`src/rtl/ktk_pkg.sv`:
```
// Package for the keyed top-k table: request codes, widths, defaults.
package ktk_pkg;
  localparam int unsigned MaxEntriesDefault = 16;
  localparam int unsigned ValW = 31;
  localparam int unsigned RankW = 5;

  typedef enum logic [1:0] {
    REQ_CLEAR  = 2'd0,
    REQ_UPDATE = 2'd1,
    REQ_DRAIN  = 2'd2,
    REQ_NONE   = 2'd3
  } req_t;
endpackage

```
`src/rtl/keyed_top_k_table_top.sv`:
```
// Keyed top-k table: update scans the memory one entry per cycle; drain sorts by selection.
// Clear: applied at the accepting edge, busy does not rise. Update: a match scan, then a min
// scan on a full table, then a write. Drain: each pass scans for the best unsorted entry,
// shifts the unsorted entries before it up by one, writes it into place and strobes it out.
// One request at a time; results cannot be stalled. Synchronous reset empties the table;
// entry memories are not cleared.
module keyed_top_k_table_top
  import ktk_pkg::*;
#(
  parameter int unsigned MAX_ENTRIES = MaxEntriesDefault
) (
  input  logic                clk,
  input  logic                rst,
  input  logic                start,
  output logic                busy,
  input  logic [1:0]          req_type,
  input  logic [ValW-1:0]     player_key,
  input  logic [ValW-1:0]     score,
  input  logic [ValW-1:0]     tiebreak,
  output logic                strobe,
  output logic [RankW-1:0]    rank,
  output logic [ValW-1:0]     entry_key,
  output logic [ValW-1:0]     entry_score,
  output logic [ValW-1:0]     entry_tiebreak,
  output logic                last
);
  localparam int unsigned IdxW = (MAX_ENTRIES > 1) ? $clog2(MAX_ENTRIES) : 1;
  localparam int unsigned CntW = $clog2(MAX_ENTRIES + 1);
  localparam int unsigned EntW = 3 * ValW;

  typedef enum logic [7:0] {
    S_IDLE   = 8'b00000001,
    S_MATCH  = 8'b00000010,
    S_MIN    = 8'b00000100,
    S_REPL   = 8'b00001000,
    S_SCAN   = 8'b00010000,
    S_SHIFTR = 8'b00100000,
    S_SHIFTW = 8'b01000000,
    S_EMIT   = 8'b10000000
  } state_t;

  logic [EntW-1:0] mem [MAX_ENTRIES];
  logic [EntW-1:0] rd_data;
  logic [IdxW-1:0] rd_addr;
  logic            rd_en;
  logic [IdxW-1:0] wr_addr;
  logic [EntW-1:0] wr_data;
  logic            wr_en;

  always_ff @(posedge clk) begin
    if (wr_en) mem[wr_addr] <= wr_data;
    if (rd_en) rd_data <= mem[rd_addr];
  end

  state_t          state;
  logic [CntW-1:0] used_count;
  logic [ValW-1:0] k_in, s_in, t_in;
  logic [CntW-1:0] cnt;       // next index to issue
  logic            pend;      // a read is in flight
  logic [IdxW-1:0] pidx;      // index of the in-flight read
  logic [CntW-1:0] pos;       // drain position being filled
  logic [IdxW-1:0] best_idx;
  logic [EntW-1:0] best;
  logic [IdxW-1:0] sidx;      // slot being refilled during the shift

  logic [ValW-1:0] rk, rs, rt, bs, bt;
  assign rk = rd_data[EntW-1 -: ValW];
  assign rs = rd_data[2*ValW-1 -: ValW];
  assign rt = rd_data[ValW-1:0];
  assign bs = best[2*ValW-1 -: ValW];
  assign bt = best[ValW-1:0];

  logic better;
  assign better = (rs > bs) || ((rs == bs) && (rt > bt));

  logic issue;
  assign issue = (cnt < used_count);

  assign busy = (state != S_IDLE);

  always_comb begin
    rd_en   = 1'b0;
    rd_addr = cnt[IdxW-1:0];
    wr_en   = 1'b0;
    wr_addr = pidx;
    wr_data = rd_data;
    unique case (state)
      S_MATCH: begin
        rd_en = issue;
        if (!issue && !pend && used_count < CntW'(MAX_ENTRIES)) begin
          wr_en   = 1'b1;
          wr_addr = used_count[IdxW-1:0];
          wr_data = {k_in, s_in, t_in};
        end
      end
      S_MIN, S_SCAN: rd_en = issue;
      S_SHIFTR: begin
        rd_en   = 1'b1;
        rd_addr = sidx - IdxW'(1);
      end
      S_REPL: begin
        wr_en   = (s_in > bs);
        wr_addr = best_idx;
        wr_data = {k_in, s_in, t_in};
      end
      S_SHIFTW: begin
        wr_en   = 1'b1;
        wr_addr = sidx;
        wr_data = rd_data;
      end
      S_EMIT: begin
        wr_en   = 1'b1;
        wr_addr = pos[IdxW-1:0];
        wr_data = best;
      end
      default: ;
    endcase
    if (state == S_MATCH && pend && rk == k_in) begin
      wr_en   = (s_in > rs);
      wr_addr = pidx;
      wr_data = {rk, s_in, rt};
    end
  end

  always_ff @(posedge clk) begin
    if (rst) begin
      state      <= S_IDLE;
      used_count <= '0;
      pend       <= 1'b0;
      strobe     <= 1'b0;
      last       <= 1'b0;
    end else begin
      strobe <= 1'b0;
      last   <= 1'b0;
      pend   <= rd_en;
      pidx   <= rd_addr;
      if (rd_en) cnt <= cnt + CntW'(1);
      unique case (state)
        S_IDLE: begin
          if (start) begin
            k_in <= player_key;
            s_in <= score;
            t_in <= tiebreak;
            cnt  <= '0;
            pend <= 1'b0;
            pos  <= '0;
            unique case (req_type)
              REQ_CLEAR:  used_count <= '0;
              REQ_UPDATE: state <= S_MATCH;
              REQ_DRAIN:  if (used_count != '0) state <= S_SCAN;
              default: ;
            endcase
          end
        end
        S_MATCH: begin
          if (pend && rk == k_in) begin
            state <= S_IDLE;
          end else if (!issue && !pend) begin
            if (used_count < CntW'(MAX_ENTRIES)) begin
              used_count <= used_count + CntW'(1);
              state      <= S_IDLE;
            end else begin
              cnt   <= '0;
              state <= S_MIN;
            end
          end
        end
        S_MIN: begin
          if (pend && (pidx == '0 || rs < bs)) begin
            best     <= rd_data;
            best_idx <= pidx;
          end
          if (!issue && !pend) state <= S_REPL;
        end
        S_REPL: state <= S_IDLE;
        S_SCAN: begin
          if (pend && (pidx == pos[IdxW-1:0] || better)) begin
            best     <= rd_data;
            best_idx <= pidx;
          end
          if (!issue && !pend) begin
            sidx  <= best_idx;
            state <= (best_idx == pos[IdxW-1:0]) ? S_EMIT : S_SHIFTR;
          end
        end
        S_SHIFTR: state <= S_SHIFTW;
        // move the entries between pos and the winner up by one, keeping their order
        S_SHIFTW: begin
          sidx  <= sidx - IdxW'(1);
          state <= (sidx - IdxW'(1) == pos[IdxW-1:0]) ? S_EMIT : S_SHIFTR;
        end
        S_EMIT: begin
          strobe         <= 1'b1;
          rank           <= RankW'(pos + CntW'(1));
          entry_key      <= best[EntW-1 -: ValW];
          entry_score    <= bs;
          entry_tiebreak <= bt;
          last           <= (pos + CntW'(1) == used_count);
          if (pos + CntW'(1) == used_count) begin
            state <= S_IDLE;
          end else begin
            pos   <= pos + CntW'(1);
            cnt   <= pos + CntW'(1);
            state <= S_SCAN;
          end
        end
        default: state <= S_IDLE;
      endcase
    end
  end
endmodule

```
`config.mk`:
```
export PLATFORM = sky130hd
export DESIGN_NAME = keyed_top_k_table_top
export DESIGN_NICKNAME = d
export VERILOG_FILES = /design/src/rtl/ktk_pkg.sv /design/src/rtl/keyed_top_k_table_top.sv
export SDC_FILE = /design/constraint.sdc
export NUM_CORES = 2
export LEC_CHECK = 0
export ABC_CLOCK_PERIOD_IN_PS = 22800
export BUFFER_PORTS_ARGS = -buffer_cell sky130_fd_sc_hd__buf_2
export CAP_MARGIN = 20
export CORE_AREA = 2 2 464 374
export DETAILED_ROUTE_END_ITERATION = 8
export DIE_AREA = 0 0 466 376
export SYNTH_ARGS = -nofsm -noshare
export SYNTH_HDL_FRONTEND = slang
export SYNTH_SLANG_ARGS = --single-unit
```
`constraint.sdc`:
```
create_clock -name clk -period 22.8 [get_ports clk]
set_input_delay 4.56 -clock clk [delete_from_list [all_inputs] [get_ports clk]]
set_output_delay 4.56 -clock clk [all_outputs]
set_load 0.005 [all_outputs]
```
Word-level counts from Yosys, hierarchy flattened
Memories as Yosys holds them, arrays and structs flattened. A register that Yosys moved wholly into a read port is not among the register bits.
Cells that the tools add are included.

storage, ports and cells
  register bits after elaboration = 322
  bits in writable memories = 1488
  bits of input ports = 98
  output and inout bits = 101
  memories = 1

cells by class
  add/sub/neg operators = 4
  order comparisons = 7
  equality and inequality tests = 30
  mux-type cells = 52
  bitwise logic cells = 2
  reduce and logical (&&, ||, !) cells = 30

memories
  name  words  bits a word  read ports  clocked after memory_dff  write ports  RTL line                     RTL
  mem   16     93           1           1                         1            keyed_top_k_table_top.sv:42  logic [EntW-1:0] mem [MAX_ENTRIES];

operators with widths
  cell                                            count
  2-to-1 mux 93 bit                               4
  case mux 93 bit (3 select lines)                1
  case mux 93 bit (2 select lines)                1
  > comparator 31 bit                             4
  2-to-1 mux 5 bit                                14
  2-to-1 mux 8 bit                                8
  == test 31 bit                                  2
  case mux 8 bit (7 select lines)                 1
  less-than comparator 31 bit                     1
  2-to-1 mux 4 bit                                6
  case mux 5 bit (2 select lines)                 2
  inequality test 2 bit (second input constant)   9
  case mux 4 bit (2 select lines)                 2
  case mux 4 bit (4 select lines)                 1
  case mux 8 bit (2 select lines)                 1
  adder 5 x 1 -> 5 bit (second input constant)    3
  case mux 5 bit (3 select lines)                 1
  == test 4 bit                                   3
  AND reduction 6 bit                             2
  == test 8 x 1 -> 1 bit (second input constant)  1
  == test 8 x 2 -> 1 bit (second input constant)  1
  == test 8 x 3 -> 1 bit (second input constant)  1
  == test 8 x 4 -> 1 bit (second input constant)  1
  == test 8 x 5 -> 1 bit (second input constant)  1
  31 further kinds                                54

Longest topological paths before layout
  depth in word-level cells = 9
  mapped depth = 12
  gate-level depth less buffers = 9

Worst setup path after synthesis
No wires, ideal clock.

  kind = input to register
  start = in rst
  end = reg best[0] (enable)
  library setup time = 0.825 ns
  arrival = 15.039 ns
  slack = 6.936 ns
  cell stages on the path = 4
  cells stage by stage = clkbuf_1 > inv_1 > nand3_1 > nor4b_1

between the ends
  longest elaborated chain between the ends = 2

ends and longest elaborated chain
  what                                  RTL line                      RTL
  start: declaration                    keyed_top_k_table_top.sv:13   input logic rst,
  inverter 1 bit (no source line)       n/a
  AND reduction 4 bit (no source line)  n/a
  end signal: assignment                keyed_top_k_table_top.sv:170  best <= rd_data;
  end signal: assignment                keyed_top_k_table_top.sv:178  best <= rd_data;
  end: declaration                      keyed_top_k_table_top.sv:63   logic [EntW-1:0] best;

Every way passes these cells.
A chain may end at the register's enable or synchronous reset.

Worst setup path in the final report
  start = reg state[6]
  end = out busy

between the ends
  longest elaborated chain between the ends = 1

ends and longest elaborated chain
  what                            RTL line                      RTL
  start: declaration              keyed_top_k_table_top.sv:55   state_t state;
  start signal: assignment        keyed_top_k_table_top.sv:183  state <= (best_idx == pos[IdxW-1:0]) ? S_EMIT : S_SHIFTR;
  start signal: assignment        keyed_top_k_table_top.sv:190  state <= (sidx - IdxW'(1) == pos[IdxW-1:0]) ? S_EMIT : S_SHIFTR;
  inequality test 8 x 1 -> 1 bit  keyed_top_k_table_top.sv:79   assign busy = (state != S_IDLE);
  end: declaration                keyed_top_k_table_top.sv:15   output logic busy,

Every way passes these cells.

==> impl_summary.log <==
[metrics] Overflow after GRT: 0
[metrics] Die ar.: 0.175 mm^2
[metrics] Worst Setup End Kind: output port
[metrics] TritonRoute pass-1 iters: 7
[metrics] fraction of layout instances using a drive strength above 1: 10.5%
[metrics] DP Worst Slack: 15080 ps
[metrics] total of buffers placed on input and output ports: 198
[metrics] startpoint type of the worst setup path: flip-flop
[metrics] synthesized flop and latch total: 1903
[metrics] Design Power: 8.39 mW
[metrics] final HPWL from detailed placement: 102000 um
[metrics] combined buffer and inverter count along the critical path: 1
[metrics] kind of cell adding the most delay to the critical path: simple AND/OR/NAND/NOR gates
[metrics] TritonCTS buffer count: 186
[metrics] syn_area_per_cell: 14.3 um^2
[metrics] clock root buffer: sky130_fd_sc_hd__clkbuf_16
[metrics] Placeable Area: 0.171 mm^2
[metrics] Max Fclk: 0.145 GHz
[metrics] clock network latency to the later pin of the worst-skew pair: 850 ps
[metrics] initial core utilization: 44.7%
[metrics] setup violators final: 0
[metrics] DRC violations left: 0
[metrics] maximum count of clock buffers along a single path: 3
[metrics] number of antenna violations at the first check in global routing: 4
[metrics] outcome: complete, no violations
[metrics] max-cap viol count: 0
[metrics] global-route wire length before repair: 298000 um
[metrics] post-detailed-route via-to-cell ratio: 5.80
[metrics] DRC marker count from the first detailed-route iteration: 5763
[metrics] post-CTS sizing: 0
[metrics] Layout Area Growth over Synthesis: 12.5%
[metrics] vertical extent of the die: 376 um
[metrics] Placed Cells incl. Taps: 7609
[metrics] nets in the synthesized netlist: 5575
[metrics] WP data arrival: 2320 ps
[metrics] cell area after synthesis: 0.0762 mm^2
[metrics] Synth Instances: 5344
[metrics] largest stage delay on the critical path: 540 ps
[metrics] Setup Buffers After CTS: 0
[metrics] total negative slack for setup checks: 0 ps
[metrics] post-route non-filler standard cell count: 7959
[metrics] final slew viol count: 0
[metrics] pin count of the biggest net entering global routing: 226
[metrics] final RePlAce weighted congestion: 0.811
[metrics] cts-stage hold buffer count: 0
[metrics] async set or reset register ratio after synthesis: 0%
[metrics] Crit path required time: 18240 ps
[metrics] post-synth cell types: 77
[metrics] residual antenna-violating net count after detailed routing: 0
[metrics] Worst-path clk slew: 60 ps
[metrics] total wire length: 205000 um
[metrics] Critical-path top delay cell: sky130_fd_sc_hd__nor4_4
[metrics] CTS tree: done
[metrics] net count reported at finish: 5760
[metrics] ratio of final minimum period to clock period: 30.2%
[metrics] number of global-route vias before repair: 43766
[metrics] row count: 136
[metrics] number of flops mapped to enable cells by yosys: 1887
[metrics] setup repair after global routing missed its margin: no
[metrics] Peak supply drop: 79.2 uV
[metrics] Synth Warn #: 0
[metrics] Slew @ Worst Pin: 1190 ps
[metrics] clock period minus final worst setup slack: 6880 ps
[metrics] Antenna Diode Count: 0
[metrics] floorplan die width: 466 um
[metrics] DR vias: 46150
[metrics] Slew HR: 20.5%
[metrics] total I/O pin count: 199
[metrics] cell-by-cell trace of the critical path: nor4_4 -> nand4b_1 -> buf_2
[metrics] reported leakage power: 30.1 nW
[metrics] Worst Slack Setup Final: 15920 ps
[metrics] largest fanout on the critical path: 9
[metrics] WHS: 443 ps
[metrics] fraction of the yosys area taken by sequential cells: 74.8%
[metrics] total clock sinks: 1903
[metrics] critical path class: reg2out
[metrics] level count of the clock H-tree: 4
[metrics] Global Route Usage Sum: 23.0%
[metrics] Power Dens Cells: 97.8 mW/mm^2
[metrics] Max Clock Skew: 66.2 ps
[metrics] Hold Fails Final Rpt: 0
[metrics] predominant post-synthesis flop cell: sky130_fd_sc_hd__edfxtp_1
[metrics] routed length per placed instance: 25.8 um
[metrics] Hold Path Class: reg2reg
## placed cells by master (no fill, tap or decap), drive strengths merged, types with 5 or more instances in the layout
master    Yosys  layout
bufinv        0      11
dfxtp        16      16
ha          133     133
buf         147     296
mux2i       187     187
a22oi        34      34
nor2         44      44
a21oi        54      54
nand3       494     494
a32oi       186     186
nor2b        12      12
clkinv        0      78
a21boi        5       5
nand4        36      36
nand4b        5       5
a222oi       62      62
inv         178     181
a21o         16      16
nand2      1348    1348
o22ai         6       6
edfxtp     1887    1887
xnor2        32      32
o221ai       93      93
a221oi        8       8
a211oi        6       6
xor2         27      27
clkbuf      153     244
clkinvlp      0       6
nor3         32      32
nor4         13      13
o21ai        57      57
o211ai        7       7
## cells by family (layout without fill, tap and decap cells)
logic type	count (synthesis)	in the layout	synth area share, %
AO/OA/AOI/OAI	570	570	6.01
XOR/XNOR	59	59	0.678
adder cells (fa/ha/maj)	133	133	2.18
buffers and inverters	478	816	2.66
flip-flops	1903	1903	74.8
multiplexers	189	189	2.50
AND/OR/NAND/NOR	2012	2012	11.2
## final cells by class
cell class | instances | area, um^2
Clock inverter | 98 | 947
Multi-Input combinational cell | 2963 | 17400
Inverter | 178 | 692
Sequential cell | 1903 | 57000
Fill cell | 14313 | 84900
Clock buffer | 243 | 4930
Tap cell | 2277 | 2850
Timing Repair Buffer | 297 | 1920
## synth_stat cells (all sizes together) (3+ instances only)
master | count | area share, %
edfxtp | 1887 | 74
nand2 | 1348 | 6.6
nand3 | 494 | 3.3
mux2i | 187 | 2.5
a32oi | 186 | 2.1
inv | 178 | 0.88
clkbuf | 153 | 0.77
buf | 147 | 1.0
ha | 133 | 2.2
o221ai | 93 | 1.1
a222oi | 62 | 0.81
o21ai | 57 | 0.37
a21oi | 54 | 0.36
nor2 | 44 | 0.22
nand4 | 36 | 0.30
a22oi | 34 | 0.33
nor3 | 32 | 0.22
xnor2 | 32 | 0.37
xor2 | 27 | 0.31
a21o | 16 | 0.16
dfxtp | 16 | 0.42
nor4 | 13 | 0.15
nor2b | 12 | 0.098
a221oi | 8 | 0.092
o211ai | 7 | 0.069
a211oi | 6 | 0.059
o22ai | 6 | 0.049
a21boi | 5 | 0.049
nand4b | 5 | 0.066
a221o | 4 | 0.053
and3 | 4 | 0.033
and4 | 4 | 0.046
and4b | 4 | 0.053
nand2b | 4 | 0.033
o21a | 4 | 0.039
a2111oi | 3 | 0.043
and2 | 3 | 0.025
o31ai | 3 | 0.048
or4 | 3 | 0.030
## per-stage QoR
step | area (um^2) | util, %
after floorplan | 76200 | -
after detailed placement | 79800 | 46.7
after global routing | 85700 | 50.2
after global placement | 79700 | 46.7
after CTS | 85600 | 50.2
final | 85700 | 50.2
## path summary, 6_finish.rpt
check | startpoint | end | slack [ps] | cells past startpoint
max reg2reg | pend | mem[5][22] | 17170 | 8
min reg2reg | best[38] | entry_score[7] | 440 | 0
max | state[6] | busy | 15920 | 3
min | best[38] | entry_score[7] | 440 | 0
## power by group
group          switching (mW)  internal, mW
combinational            1.00         0.415
sequential             0.0516          3.94
clock                    1.32          1.66
total                    2.38          6.01
## flip-flops by register name (all words and copies together) (netlist names)
name            count
last                1
strobe              1
state               8
pos                 5
cnt                 5
entry_key          31
entry_score        31
pend                1
rank                5
s_in               31
k_in               31
rd_data            93
pidx                4
entry_tiebreak     31
best_idx            4
t_in               31
mem              1488
used_count          5
best               93
sidx                4
## worst register-to-register path: stages, from the launching register on
cell and delay (ps):
sky130_fd_sc_hd__dfxtp_1 780, sky130_fd_sc_hd__nand4_1 400, sky130_fd_sc_hd__or4_1 780, sky130_fd_sc_hd__nor3_1 600, sky130_fd_sc_hd__o311a_1 360, sky130_fd_sc_hd__o32ai_2 220
sky130_fd_sc_hd__nor3_2 210, sky130_fd_sc_hd__buf_4 830, sky130_fd_sc_hd__buf_4 1000
## metal layers
layer | vias up | global-route usage [%] | routed length, um
li1 | 20505 | - | -
met1 | 23328 | 34.7 | 90900
met2 | 2064 | 34.7 | 92600
met3 | 253 | 3.89 | 17600
met4 | 0 | 5.48 | 3940
met5 | - | 0 | 0
Power figures use the tool's default switching activity.
